## src/sv/isq_pkg.sv

```systemverilog
package isq_pkg;

   // table geometry
   localparam int MAX_INTERVALS = 16;
   localparam int IDX_W         = (MAX_INTERVALS > 1) ? $clog2(MAX_INTERVALS) : 1;
   localparam int COUNT_W       = $clog2(MAX_INTERVALS + 1);
   localparam int ADDR_W        = IDX_W + 1;
   localparam int RAM_DEPTH     = 2 ** ADDR_W;

   // field widths fixed by the interface
   localparam int VALUE_W     = 32;
   localparam int COUNT_OUT_W = 5;
   localparam int ENTRY_W     = 2 * VALUE_W;

   typedef logic signed [VALUE_W-1:0] value_type;
   typedef logic [COUNT_W-1:0]        count_type;
   typedef logic [IDX_W-1:0]          idx_type;
   typedef logic [ADDR_W-1:0]         addr_type;
   typedef logic [COUNT_OUT_W-1:0]    count_out_type;

   typedef enum logic [0:0] {
      OP_INSERT = 1'b0,
      OP_QUERY  = 1'b1
   } op_type;

   typedef enum logic [0:0] {
      STATUS_OK   = 1'b0,
      STATUS_FULL = 1'b1
   } status_type;

   // one stored interval
   typedef struct packed {
      value_type left;
      value_type right;
   } entry_type;

   // compare results for one stored entry
   typedef struct packed {
      logic overlap;        // shares at least one point with the insert
      logic hit;            // contains the query point
      logic beyond;         // starts after the insert ends
      logic extends_left;   // reaches below the merged left edge
      logic extends_right;  // reaches above the merged right edge
   } cmp_type;

   typedef enum logic [2:0] {
      ST_IDLE,
      ST_SCAN,
      ST_PLACE,
      ST_FINISH,
      ST_DONE
   } state_type;

endpackage

```

## src/sv/isq_if.sv

```systemverilog
// request channel: one insert or query per beat
interface isq_req_if;
   import isq_pkg::*;

   logic        valid;
   logic        ready;
   logic [0:0]  operation;
   value_type   interval_left;
   value_type   interval_right;
   value_type   query_point;

   modport source (
      output valid, operation, interval_left, interval_right, query_point,
      input  ready
   );
   modport sink (
      input  valid, operation, interval_left, interval_right, query_point,
      output ready
   );
endinterface

// response channel: one result beat per request beat
interface isq_rsp_if;
   import isq_pkg::*;

   logic          valid;
   logic          ready;
   logic [0:0]    in_set;
   logic [0:0]    status;
   count_out_type interval_count;

   modport source (
      output valid, in_set, status, interval_count,
      input  ready
   );
   modport sink (
      input  valid, in_set, status, interval_count,
      output ready
   );
endinterface

```

## src/sv/isq_ram.sv

```systemverilog
// simple dual port RAM, one write and one registered read per cycle
module isq_ram #(
   parameter int WIDTH = 64,
   parameter int DEPTH = 32,
   localparam int AW = (DEPTH > 1) ? $clog2(DEPTH) : 1
) (
   input  logic             clock,
   input  logic             wr_en,
   input  logic [AW-1:0]    wr_addr,
   input  logic [WIDTH-1:0] wr_data,
   input  logic             rd_en,
   input  logic [AW-1:0]    rd_addr,
   output logic [WIDTH-1:0] rd_data
);

   logic [WIDTH-1:0] mem_ff [DEPTH];
   logic [WIDTH-1:0] rd_data_ff;

   always_ff @(posedge clock) begin
      if (wr_en) begin
         mem_ff[wr_addr] <= wr_data;
      end
      if (rd_en) begin
         rd_data_ff <= mem_ff[rd_addr];
      end
   end

   assign rd_data = rd_data_ff;

endmodule

```

## src/sv/isq_cmp.sv

```systemverilog
// shared compare unit: checks one stored entry against the current beat
module isq_cmp (
   input  isq_pkg::entry_type entry,
   input  isq_pkg::value_type insert_left,
   input  isq_pkg::value_type insert_right,
   input  isq_pkg::value_type point,
   input  isq_pkg::value_type merge_left,
   input  isq_pkg::value_type merge_right,
   output isq_pkg::cmp_type   flags
);
   import isq_pkg::*;

   value_type entry_left;
   value_type entry_right;

   assign entry_left  = entry.left;
   assign entry_right = entry.right;

   // closed intervals: a shared endpoint counts as overlap
   always_comb begin
      flags.overlap       = (entry_left <= insert_right) && (entry_right >= insert_left);
      flags.hit           = (entry_left <= point) && (point <= entry_right);
      flags.beyond        = entry_left > insert_right;
      flags.extends_left  = entry_left < merge_left;
      flags.extends_right = entry_right > merge_right;
   end

endmodule

```

## src/sv/interval_set_merge_query.sv

```systemverilog
// Sorted set of disjoint closed intervals with merging insert and point query.
//
// req_chan carries one item per beat: operation 0 inserts
// [interval_left, interval_right], operation 1 tests query_point.
// rsp_chan returns exactly one beat per item: in_set, status (1 when an
// insert was dropped because the table is full) and interval_count.
//
// Items are taken one at a time; req_chan.ready is high only while idle.
// The table lives in two banks of one RAM. An item scans the stored entries
// through the single RAM read port, one entry a cycle but for a pause while the
// merged interval is placed, and an insert writes the compacted table into the
// other bank, which becomes active when done unless the insert is dropped.
// An insert goes on to ST_FINISH, via ST_PLACE when the merged interval lands
// ahead of a stored entry; an inverted insert or a query of an empty table
// goes straight to ST_DONE, and the next item waits until its result leaves it.
//
// Reset empties the table at once; RAM contents need no clearing.
// The result sits in an output register; while rsp_chan is stalled the
// block finishes the next item and holds until the register frees up.
module interval_set_merge_query (
   input logic        clock,
   input logic        reset,
   isq_req_if.sink    req_chan,
   isq_rsp_if.source  rsp_chan
);
   import isq_pkg::*;

   state_type     state_ff, state_in;
   logic          bank_ff, bank_in;
   count_type     count_ff, count_in;
   logic          op_query_ff, op_query_in;
   value_type     lo_ff, lo_in;
   value_type     hi_ff, hi_in;
   value_type     point_ff, point_in;
   value_type     ml_ff, ml_in;
   value_type     mr_ff, mr_in;
   idx_type       scan_idx_ff, scan_idx_in;
   count_type     out_idx_ff, out_idx_in;
   logic          absorbed_ff, absorbed_in;
   logic          placed_ff, placed_in;
   logic          hit_ff, hit_in;
   logic          drop_ff, drop_in;
   logic          rsp_valid_ff, rsp_valid_in;
   logic          rsp_in_set_ff, rsp_in_set_in;
   logic          rsp_status_ff, rsp_status_in;
   count_out_type rsp_count_ff, rsp_count_in;

   logic      accept;
   logic      rsp_free;
   entry_type rd_entry;
   logic [ENTRY_W-1:0] rd_data;
   cmp_type   flags;
   count_type next_idx;
   logic      last;
   logic      room;
   logic      stall;
   logic      drop_now;
   logic      rd_en;
   idx_type   rd_idx;
   logic      wr_req;
   logic      wr_en;
   logic      wr_merged;
   entry_type wr_entry;
   addr_type  rd_addr;
   addr_type  wr_addr;

   assign accept   = req_chan.valid && req_chan.ready;
   assign rsp_free = !rsp_valid_ff || rsp_chan.ready;
   assign rd_entry = rd_data;
   assign next_idx = count_type'(scan_idx_ff) + count_type'(1);
   assign last     = next_idx >= count_ff;
   assign room     = out_idx_ff < count_type'(MAX_INTERVALS);
   assign drop_now = !absorbed_ff && (count_ff >= count_type'(MAX_INTERVALS));

   // merged interval goes ahead of the first disjoint entry past it
   assign stall = (state_ff == ST_SCAN) && !op_query_ff && !flags.overlap
                  && !placed_ff && flags.beyond;

   isq_cmp u_cmp (
      .entry        (rd_entry),
      .insert_left  (lo_ff),
      .insert_right (hi_ff),
      .point        (point_ff),
      .merge_left   (ml_ff),
      .merge_right  (mr_ff),
      .flags        (flags)
   );

   assign rd_addr = {bank_ff, rd_idx};
   assign wr_addr = {~bank_ff, out_idx_ff[IDX_W-1:0]};

   isq_ram #(
      .WIDTH (ENTRY_W),
      .DEPTH (RAM_DEPTH)
   ) u_ram (
      .clock   (clock),
      .wr_en   (wr_en),
      .wr_addr (wr_addr),
      .wr_data (wr_entry),
      .rd_en   (rd_en),
      .rd_addr (rd_addr),
      .rd_data (rd_data)
   );

   // next state
   always_comb begin
      state_in = state_ff;
      unique case (state_ff)
         ST_IDLE: begin
            if (accept) begin
               if (req_chan.operation == OP_QUERY) begin
                  state_in = (count_ff == '0) ? ST_DONE : ST_SCAN;
               end else if (req_chan.interval_left > req_chan.interval_right) begin
                  state_in = ST_DONE;
               end else begin
                  state_in = (count_ff == '0) ? ST_FINISH : ST_SCAN;
               end
            end
         end
         ST_SCAN: begin
            if (stall) begin
               state_in = ST_PLACE;
            end else if (last) begin
               state_in = op_query_ff ? ST_DONE : ST_FINISH;
            end
         end
         ST_PLACE: begin
            state_in = last ? ST_FINISH : ST_SCAN;
         end
         ST_FINISH: begin
            state_in = ST_DONE;
         end
         ST_DONE: begin
            if (rsp_free) begin
               state_in = ST_IDLE;
            end
         end
         default: state_in = ST_IDLE;
      endcase
   end

   // sequencer outputs: RAM port control
   always_comb begin
      rd_en     = 1'b0;
      rd_idx    = '0;
      wr_req    = 1'b0;
      wr_merged = 1'b0;
      unique case (state_ff)
         ST_IDLE: begin
            rd_en = accept;
         end
         ST_SCAN: begin
            rd_en  = !stall && !last;
            rd_idx = next_idx[IDX_W-1:0];
            if (!op_query_ff && !flags.overlap) begin
               wr_req    = 1'b1;
               wr_merged = stall;
            end
         end
         ST_PLACE: begin
            rd_en  = !last;
            rd_idx = next_idx[IDX_W-1:0];
            wr_req = 1'b1;
         end
         ST_FINISH: begin
            wr_req    = !placed_ff && !drop_now;
            wr_merged = 1'b1;
         end
         ST_DONE: begin
         end
         default: begin
         end
      endcase
   end

   assign wr_en    = wr_req && room;
   assign wr_entry = wr_merged ? entry_type'{left: ml_ff, right: mr_ff} : rd_entry;

   // datapath next values
   always_comb begin
      bank_in       = bank_ff;
      count_in      = count_ff;
      op_query_in   = op_query_ff;
      lo_in         = lo_ff;
      hi_in         = hi_ff;
      point_in      = point_ff;
      ml_in         = ml_ff;
      mr_in         = mr_ff;
      scan_idx_in   = scan_idx_ff;
      out_idx_in    = out_idx_ff;
      absorbed_in   = absorbed_ff;
      placed_in     = placed_ff;
      hit_in        = hit_ff;
      drop_in       = drop_ff;
      rsp_valid_in  = rsp_valid_ff && !rsp_chan.ready;
      rsp_in_set_in = rsp_in_set_ff;
      rsp_status_in = rsp_status_ff;
      rsp_count_in  = rsp_count_ff;

      if (wr_en) begin
         out_idx_in = out_idx_ff + count_type'(1);
      end
      if (rd_en && (state_ff != ST_IDLE)) begin
         scan_idx_in = next_idx[IDX_W-1:0];
      end

      unique case (state_ff)
         ST_IDLE: begin
            if (accept) begin
               op_query_in = req_chan.operation == OP_QUERY;
               lo_in       = req_chan.interval_left;
               hi_in       = req_chan.interval_right;
               point_in    = req_chan.query_point;
               ml_in       = req_chan.interval_left;
               mr_in       = req_chan.interval_right;
               scan_idx_in = '0;
               out_idx_in  = '0;
               absorbed_in = 1'b0;
               placed_in   = 1'b0;
               hit_in      = 1'b0;
               drop_in     = 1'b0;
            end
         end
         ST_SCAN: begin
            if (op_query_ff) begin
               hit_in = hit_ff || flags.hit;
            end else if (flags.overlap) begin
               absorbed_in = 1'b1;
               if (flags.extends_left) begin
                  ml_in = rd_entry.left;
               end
               if (flags.extends_right) begin
                  mr_in = rd_entry.right;
               end
            end
            if (stall) begin
               placed_in = 1'b1;
            end
         end
         ST_PLACE: begin
         end
         ST_FINISH: begin
            // commit the new bank unless the insert is dropped
            drop_in = drop_now;
            if (!drop_now) begin
               bank_in  = ~bank_ff;
               count_in = out_idx_in;
            end
         end
         ST_DONE: begin
            if (rsp_free) begin
               rsp_valid_in  = 1'b1;
               rsp_in_set_in = hit_ff;
               rsp_status_in = drop_ff ? STATUS_FULL : STATUS_OK;
               rsp_count_in  = count_out_type'(count_ff);
            end
         end
         default: begin
         end
      endcase
   end

   // control registers
   always_ff @(posedge clock) begin
      if (reset) begin
         state_ff     <= ST_IDLE;
         bank_ff      <= 1'b0;
         count_ff     <= '0;
         rsp_valid_ff <= 1'b0;
         placed_ff    <= 1'b0;
         absorbed_ff  <= 1'b0;
         out_idx_ff   <= '0;
         scan_idx_ff  <= '0;
      end else begin
         state_ff     <= state_in;
         bank_ff      <= bank_in;
         count_ff     <= count_in;
         rsp_valid_ff <= rsp_valid_in;
         placed_ff    <= placed_in;
         absorbed_ff  <= absorbed_in;
         out_idx_ff   <= out_idx_in;
         scan_idx_ff  <= scan_idx_in;
      end
   end

   // payload registers
   always_ff @(posedge clock) begin
      op_query_ff   <= op_query_in;
      lo_ff         <= lo_in;
      hi_ff         <= hi_in;
      point_ff      <= point_in;
      ml_ff         <= ml_in;
      mr_ff         <= mr_in;
      hit_ff        <= hit_in;
      drop_ff       <= drop_in;
      rsp_in_set_ff <= rsp_in_set_in;
      rsp_status_ff <= rsp_status_in;
      rsp_count_ff  <= rsp_count_in;
   end

   assign req_chan.ready          = state_ff == ST_IDLE;
   assign rsp_chan.valid          = rsp_valid_ff;
   assign rsp_chan.in_set         = rsp_in_set_ff;
   assign rsp_chan.status         = rsp_status_ff;
   assign rsp_chan.interval_count = rsp_count_ff;

`ifndef SYNTHESIS
   // the live bank is never written
   assert property (@(posedge clock) disable iff (reset)
      wr_en |-> (wr_addr[ADDR_W-1] != bank_ff))
      else $error("write into the active bank");

   // the table never holds more than its capacity
   assert property (@(posedge clock) disable iff (reset)
      count_ff <= count_type'(MAX_INTERVALS))
      else $error("stored count above capacity");

   // a dropped insert leaves the table untouched
   assert property (@(posedge clock) disable iff (reset)
      ((state_ff == ST_FINISH) && drop_now) |=> ($stable(count_ff) && $stable(bank_ff)))
      else $error("dropped insert changed the table");

   // one insert adds at most one interval
   assert property (@(posedge clock) disable iff (reset)
      (state_ff == ST_FINISH) |=>
         ({1'b0, count_ff} <= ({1'b0, $past(count_ff)} + {{COUNT_W{1'b0}}, 1'b1})))
      else $error("insert grew the table by more than one");

   // the merged interval is written at most once per insert
   assert property (@(posedge clock) disable iff (reset)
      (state_ff == ST_PLACE) |-> (placed_ff && ($past(state_ff) == ST_SCAN)))
      else $error("merged interval placed twice");
`endif

endmodule
```

## src/flat_wrapper.sv

```systemverilog
// flat-port wrapper written by rule: the top's interface ports become plain ports
module interval_set_merge_query_flat import isq_pkg::*;
  (clock, reset, req_chan_valid, req_chan_operation, req_chan_interval_left, req_chan_interval_right, req_chan_query_point, req_chan_ready, rsp_chan_valid, rsp_chan_in_set, rsp_chan_status, rsp_chan_interval_count, rsp_chan_ready);
  isq_req_if req_chan_i ();
  isq_rsp_if rsp_chan_i ();
  input logic clock;
  input logic reset;
  input wire logic [$bits(req_chan_i.valid)-1:0] req_chan_valid;
  input wire logic [$bits(req_chan_i.operation)-1:0] req_chan_operation;
  input wire logic [$bits(req_chan_i.interval_left)-1:0] req_chan_interval_left;
  input wire logic [$bits(req_chan_i.interval_right)-1:0] req_chan_interval_right;
  input wire logic [$bits(req_chan_i.query_point)-1:0] req_chan_query_point;
  output wire logic [$bits(req_chan_i.ready)-1:0] req_chan_ready;
  output wire logic [$bits(rsp_chan_i.valid)-1:0] rsp_chan_valid;
  output wire logic [$bits(rsp_chan_i.in_set)-1:0] rsp_chan_in_set;
  output wire logic [$bits(rsp_chan_i.status)-1:0] rsp_chan_status;
  output wire logic [$bits(rsp_chan_i.interval_count)-1:0] rsp_chan_interval_count;
  input wire logic [$bits(rsp_chan_i.ready)-1:0] rsp_chan_ready;
  assign req_chan_i.valid = req_chan_valid;
  assign req_chan_i.operation = req_chan_operation;
  assign req_chan_i.interval_left = req_chan_interval_left;
  assign req_chan_i.interval_right = req_chan_interval_right;
  assign req_chan_i.query_point = req_chan_query_point;
  assign req_chan_ready = req_chan_i.ready;
  assign rsp_chan_valid = rsp_chan_i.valid;
  assign rsp_chan_in_set = rsp_chan_i.in_set;
  assign rsp_chan_status = rsp_chan_i.status;
  assign rsp_chan_interval_count = rsp_chan_i.interval_count;
  assign rsp_chan_i.ready = rsp_chan_ready;
  interval_set_merge_query u_core (.clock(clock), .reset(reset), .req_chan(req_chan_i), .rsp_chan(rsp_chan_i));
endmodule
```

## config.mk

```make
export PLATFORM = sky130hd
export DESIGN_NAME = interval_set_merge_query_flat
export DESIGN_NICKNAME = d
export VERILOG_FILES = /design/src/sv/isq_pkg.sv /design/src/sv/isq_if.sv /design/src/sv/isq_ram.sv /design/src/sv/isq_cmp.sv /design/src/sv/interval_set_merge_query.sv /design/src/flat_wrapper.sv
export SDC_FILE = /design/constraint.sdc
export NUM_CORES = 2
export LEC_CHECK = 0
export BUFFER_PORTS_ARGS = -buffer_cell sky130_fd_sc_hd__buf_2
export CAP_MARGIN = 20
export CELL_PAD_IN_SITES_DETAIL_PLACEMENT = 1
export CELL_PAD_IN_SITES_GLOBAL_PLACEMENT = 2
export CORE_MARGIN = 8
export CORE_UTILIZATION = 35
export CTS_BUF_LIST = sky130_fd_sc_hd__clkbuf_4 sky130_fd_sc_hd__clkbuf_8 sky130_fd_sc_hd__clkbuf_16
export DETAILED_ROUTE_END_ITERATION = 10
export PLACE_DENSITY = 0.59
export SLEW_MARGIN = 20
export SYNTH_ARGS = -nofsm -noshare
export SYNTH_HDL_FRONTEND = slang
export SYNTH_HIERARCHICAL = 1
export SYNTH_SLANG_ARGS = --single-unit
```

## constraint.sdc

```tcl
create_clock -name clock -period 15.8 [get_ports clock]
set_input_delay 4.74 -clock clock [delete_from_list [all_inputs] [get_ports clock]]
set_output_delay 4.74 -clock clock [all_outputs]
set_load 0.05 [all_outputs]
```

==> After elaboration in Yosys (flattened, before gate mapping) <==
Memory sizes are Yosys's and may differ from the RTL's. A register that Yosys moved wholly into a read port is not among the register bits.
Cells that the tools add are included.
W data, S select, Z words.
{ "op_classes": {"n_addsub": 2, "magnitude_cmp": 11, "n_eq_ne": 13, "mux": 48, "n_bitwise": 2, "reduce_logical": 41} }
{ "ops": {"columns": ["op", "count"], "rows": [
  ["$mux W32", 8],
  ["$pmux W32 S2", 2],
  ["$gt A32 B32 Y1", 3],
  ["$le A32 B32 Y1", 3],
  ["$mux W64", 1],
  ["$ge A32 B32 Y1", 1],
  ["$lt A32 B32 Y1", 1],
  ["$mux W3", 8],
  ["$mux W4", 4],
  ["$mux W5", 3],
  ["$pmux W3 S5", 1],
  ["$logic_and A1 B1 Y1", 14],
  ["$mux W1", 12],
  ["$ne A2 B1 Y1 const B", 6],
  ["$pmux W1 S2", 5],
  ["$reduce_and A5 Y1", 2],
  ["$logic_not A1 Y1", 9],
  ["$reduce_and A3 Y1", 3],
  ["$reduce_and A2 Y1", 4],
  ["$eq A3 B2 Y1 const B", 2],
  ["$pmux W1 S3", 2],
  ["$add A4 B1 Y5 const B", 1],
  ["$add A5 B1 Y5 const B", 1],
  ["$ge A5 B5 Y1", 1],
  ["15 further kinds", 20]
]} }
{ "word_totals": {"ff_bits": 191, "ramBits": 2048, "inputBits": 101, "n_memories": 1} }
{ "memory_table": {"columns": ["memory", "depth", "word_bits", "read_ports", "rd_clocked_by_memory_dff", "wr", "line", "source"], "rows": [
  ["u_core.u_ram.mem_ff", 32, 64, 1, 1, 1, "isq_ram.sv:16", "logic [WIDTH-1:0] mem_ff [DEPTH];"]
]} }

==> Depth between registers and ports, before layout <==
{ "depth": {"ltp_word": 13, "ltp_mapped": 17, "mapped_depth_nobuf": 16} }

==> Modules after synthesis <==
Netlist, hierarchy kept.
{ "modules_own_cells": {"columns": ["module", "instances", "cells_per_inst", "area_per_inst_um2", "seq_area_each_um2"], "rows": [
  ["isq_ram", 1, 3096, 79605.1, 63420.8],
  ["interval_set_merge_query", 1, 690, 8692.1, 5525.3],
  ["isq_cmp", 1, 666, 4833.4, 0.0]
]} }

==> Worst setup path before layout <==
Ideal clock, no wire load.
{ "synth_path": {"path_type": "input to register", "startpoint": "in req_chan_valid", "endpoint": "reg u_core.hi_ff[0] (enable)", "setup_ns": 0.450, "arrival_ns": 6.726, "t_required_ns": 15.350, "setup_slack_ns": 8.623, "path_stages": 2, "path_cell_list": "nand2_1 -> inv_1"} }
{ "synth_via": {"elab_chain_cells": 2} }
{ "synth_rtl": {"columns": ["item", "line", "source"], "rows": [
  ["from (decl)", "flat_wrapper.sv:8", "input wire logic [$bits(req_chan_i.valid)-1:0] req_chan_valid;"],
  ["$logic_and A1 B1 Y1", "interval_set_merge_query.sv:67", "assign accept = req_chan.valid && req_chan.ready;"],
  ["$reduce_and A2 Y1 (no line)", null, null],
  ["to (signal assigned)", "interval_set_merge_query.sv:290", "hi_ff <= hi_in;"],
  ["to (decl)", "interval_set_merge_query.sv:33", "value_type hi_ff, hi_in;"]
]} }
Every way passes these cells.
A chain may end at the register's enable or synchronous reset.

==> Worst setup path after layout <==
{ "layout_path": {"startpoint": "reg u_core.state_ff[0]", "endpoint": "out req_chan_ready"} }
{ "layout_via": {"elab_chain_cells": 1} }
{ "layout_rtl": {"columns": ["item", "line", "source"], "rows": [
  ["from (decl)", "interval_set_merge_query.sv:28", "state_type state_ff, state_in;"],
  ["from (signal assigned)", "interval_set_merge_query.sv:275", "state_ff <= state_in;"],
  ["$logic_not A3 Y1", "interval_set_merge_query.sv:301", "assign req_chan.ready = state_ff == ST_IDLE;"],
  ["to (decl)", "flat_wrapper.sv:13", "output wire logic [$bits(req_chan_i.ready)-1:0] req_chan_ready;"]
]} }
Every way passes these cells.

==> summary.md <==
| Metric | Value |
|---|---|
| Status | `complete, no violations` |
| Top delay family on crit path | `buffers and inverters` |
| Max-slew violations | `0` |
| Port Buffers | `109` |
| Root Driver | `clkbuf_16` |
| Final wirelength | `280000 um` |
| Via density | `5.39` |
| Nature of the critical path startpoint | `register` |
| DP Worst Slack | `8330 ps` |
| Proportion of layout cells with a drive suffix above 1 | `28.8%` |
| Worst ir drop on vdd | `0.000177 V` |
| Max Cap Viol | `0` |
| R2r setup slk | `8870 ps` |
| Synth Instances | `4452` |
| Cell Chain, Critical Path | `or3_1, inv_1, buf_2` |
| Max FO, Critical Path | `12` |
| Top FF cell, synth | `edfxtp_1` |
| DR WL/cell | `33.0 um` |
| Worst r2r path cells | `16` |
| Post-synth ARST share | `0%` |
| Worst EP arrival | `2420 ps` |
| Compound-Gate Fraction of Synth Area | `2.04%` |
| Layout Skew | `121 ps` |
| Vias in the first global route | `48600` |
| First-pass GRT wire length | `392000 um` |
| Top cell type's share of synthesized area | `73.6%` |
| Die Area | `0.283 mm^2` |
| Mux cell area share after synthesis | `16.7%` |
| CTS Buffer Depth | `3` |
| Resized cells post-CTS | `0` |
| Post-synth cell types | `73` |
| Rel. slew slack | `23.2%` |
| CTS Buf Count | `239` |
| Slew @ Worst Pin | `1150 ps` |
| End-of-flow core utilization | `40.2%` |
| Most common cell in the synthesized netlist | `edfxtp_1` |
| Gr usage total | `19.4%` |
| EDFF count, synth | `2282` |
| Slowest-stage cell, CP | `dfxtp_1` |
| I/O pins | `110` |
| Synth Area in Adders | `3.09%` |
| Synth Cell Area | `0.0931 mm^2` |
| Switching share of power | `30.5%` |
| Pwr Total | `18.8 mW` |
| Setup_tns | `0 ps` |
| Hold Vio Cnt, Final | `0` |
| RSZ-0062 raised after global routing | `no` |
| Post-route ant nets | `0` |
| CTS tree | `done` |
| Clk network pwr share | `30.1%` |
| Die Span Y | `532 um` |
| DRT Pass-1 Iters | `5` |
| Setup repair bufs after CTS | `0` |
| Clock Sink Count | `2303` |
| Largest family of logic cells by synthesized area | `multiplexers` |
| Leakage | `34.1 nW` |
| Hold Path Class | `register to register` |
| Register share of total power | `44.3%` |
| Cts hold-fix bufs | `0` |
| Ratio of total power to cell area | `177 mW/mm^2` |
| Worst path bufs/invs | `2` |
| Gr ovfl total | `0` |
| Minimum clock period | `7160 ps` |
| Clock latency on the worst-skew pair | `920 ps` |
| Worst Hold End | `u_core/rsp_chan.status$_DFFE_PP_` |
| Int Pwr | `13.1 mW` |
| Drt initial violations | `4075` |
| Syn nets | `4783` |
| Yosys reg bits | `2303` |
| Crit Path Class | `register to output port` |
| Hold Path Stages | `0` |
| Syn Area/Cell | `20.9 um^2` |
| Residual DRC | `0` |
| Reg clk slew, reported paths | `60 ps` |
| Final worst slack | `8640 ps` |
| Synth cell count leaders | `2282 x edfxtp_1, 602 x mux4_2, 239 x inv_1` |
| Via count | `45800` |
| Routability cong. | `0.796` |
| Fmax | `0.140 GHz` |
| CP Data Required Time | `11060 ps` |
| Combinational power share | `25.6%` |
| Worst R2R Start | `u_core/u_ram/rd_data[58]$_DFFE_PP_` |
| Biggest area consumer among synthesized cells | `edfxtp_1` |
| Simple-Gate Fraction of Synth Area | `2.11%` |
| Yosys warnings | `6` |
| Register area share after synthesis | `74.0%` |
| Htree depth | `4` |
| Width of the die | `532 um` |
| # setup viols final | `0` |
| Initial antenna violation count | `8` |
| Final worst-path cycle share | `45.3%` |
| Core Region | `0.265 mm^2` |
| Synth top area cells | `edfxtp_1 74%, mux4_2 15%, ha_1 3.1%, mux2_2 1.6%, inv_1 0.96%` |
| Min-Delay Startpoint | `u_core/drop_ff$_SDFFCE_PN0P_` |
| Post-DP HPWL | `160000 um` |
| NetSw | `5.76 mW` |
| Std-Cell Rows | `189` |
| FF-to-FF End | `u_core/u_ram/mem_ff[15][2]$_DFFE_PP_` |
| XOR/XNOR share of the synthesized area | `0.0940%` |
| Starting Density | `35.2%` |
| Critical Path Max Stage Delay | `470 ps` |
| Largest net degree at the start of global routing | `115` |
| Hold slack final | `434 ps` |
| Final net count | `5074` |
| Worst Setup End Kind | `output port` |
| Area Overhead vs Synth | `14.4%` |
-- power groups by stage --
stage	clock, mW	combinational, mW	sequential, mW
after floorplan	0	3.29	8.28
after global placement	0	4.82	8.48
after detailed placement	0	4.90	8.48
after CTS	5.80	4.92	8.36
after global routing	6.01	5.24	8.39
final	5.68	4.82	8.35
-- cells by family after synthesis --
kind of cell               after synthesis
buffers and inverters                  422
muxes                                  783
adders and majority gates              230
AOI/OAI and AO/OA                      291
xor gates and xnor gates                10
DFF                                   2303
and+or+nand+nor                        413
-- final cells by class --
| type | count | area [um^2] |
|---|---|---|
| Clock inverter | 149 | 1500 |
| Sequential cell | 2303 | 68900 |
| Clock buffer | 299 | 6490 |
| Fill cell | 25100 | 158000 |
| Timing Repair Buffer | 232 | 1580 |
| Tap cell | 3533 | 4420 |
| Antenna cell | 7 | 17.5 |
| Inverter | 240 | 903 |
| Multi-Input combinational cell | 1727 | 22700 |
-- metrics by stage --
step | cells | cell area, um^2
2_1_floorplan | 4452 | 93100
3_3_place_gp | 8034 | 98500
3_5_place_dp | 8034 | 98500
4_1_cts | 8482 | 107000
5_1_grt | 8485 | 107000
6_report | 8490 | 107000
-- cells in the final DEF (no fill, tap or decap), types with 59 or more instances in the layout --
cell type / synthesis / layout
edfxtp_1: 2282 / 2282
buf_4: 14 / 114
clkbuf_16: 0 / 241
mux2_2: 134 / 134
inv_1: 239 / 238
o21ai_0: 59 / 59
nand2_1: 173 / 172
mux4_2: 602 / 602
a21oi_1: 87 / 87
buf_2: 64 / 109
ha_1: 230 / 230
-- sequential cells by signal, indices dropped and copies added (netlist names), 3 cells and up --
register,count
u_core/u_ram/mem_ff,2048
u_core/u_ram/rd_data,64
u_core/hi_ff,32
u_core/lo_ff,32
u_core/ml_ff,32
u_core/mr_ff,32
u_core/point_ff,32
u_core/count_ff,5
u_core/out_idx_ff,5
u_core/rsp_chan.interval_count,5
u_core/scan_idx_ff,4
u_core/state_ff,3
-- routing by layer --
metal  global-route usage [%]  wire [um]  up-vias
li1                         -          -    19000
met1                     26.3     121000    25300
met2                     33.7     142000     1140
met3                     2.17      11900      308
met4                     4.26       5840        0
met5                        0          0        -
-- worst register-to-register path, delay by kind of cell (launching register included) --
family	cells	cell delay, ps
buf+inv	4	1850
flops	1	510
fa+ha+maj	1	380
simple gates	4	1620
mux	1	270
compound gates	6	1780
-- worst max path at each step --
stage	endpoint	depth (start not counted)	from	slack, ps
after floorplan	u_core/hi_ff[0]$_DFFE_PP_	2	req_chan_valid	8620
after global placement	u_core/state_ff[0]$_SDFFE_PP0P_	11	req_chan_interval_left[0]	8330
after detailed placement	u_core/state_ff[0]$_SDFFE_PP0P_	11	req_chan_interval_left[0]	8330
after CTS	req_chan_ready	3	u_core/state_ff[0]$_SDFFE_PP0P_	8510
after global routing	req_chan_ready	3	u_core/state_ff[0]$_SDFFE_PP0P_	8530
final	req_chan_ready	3	u_core/state_ff[0]$_SDFFE_PP0P_	8640
Note: power is estimated with default switching activity, not from simulation.
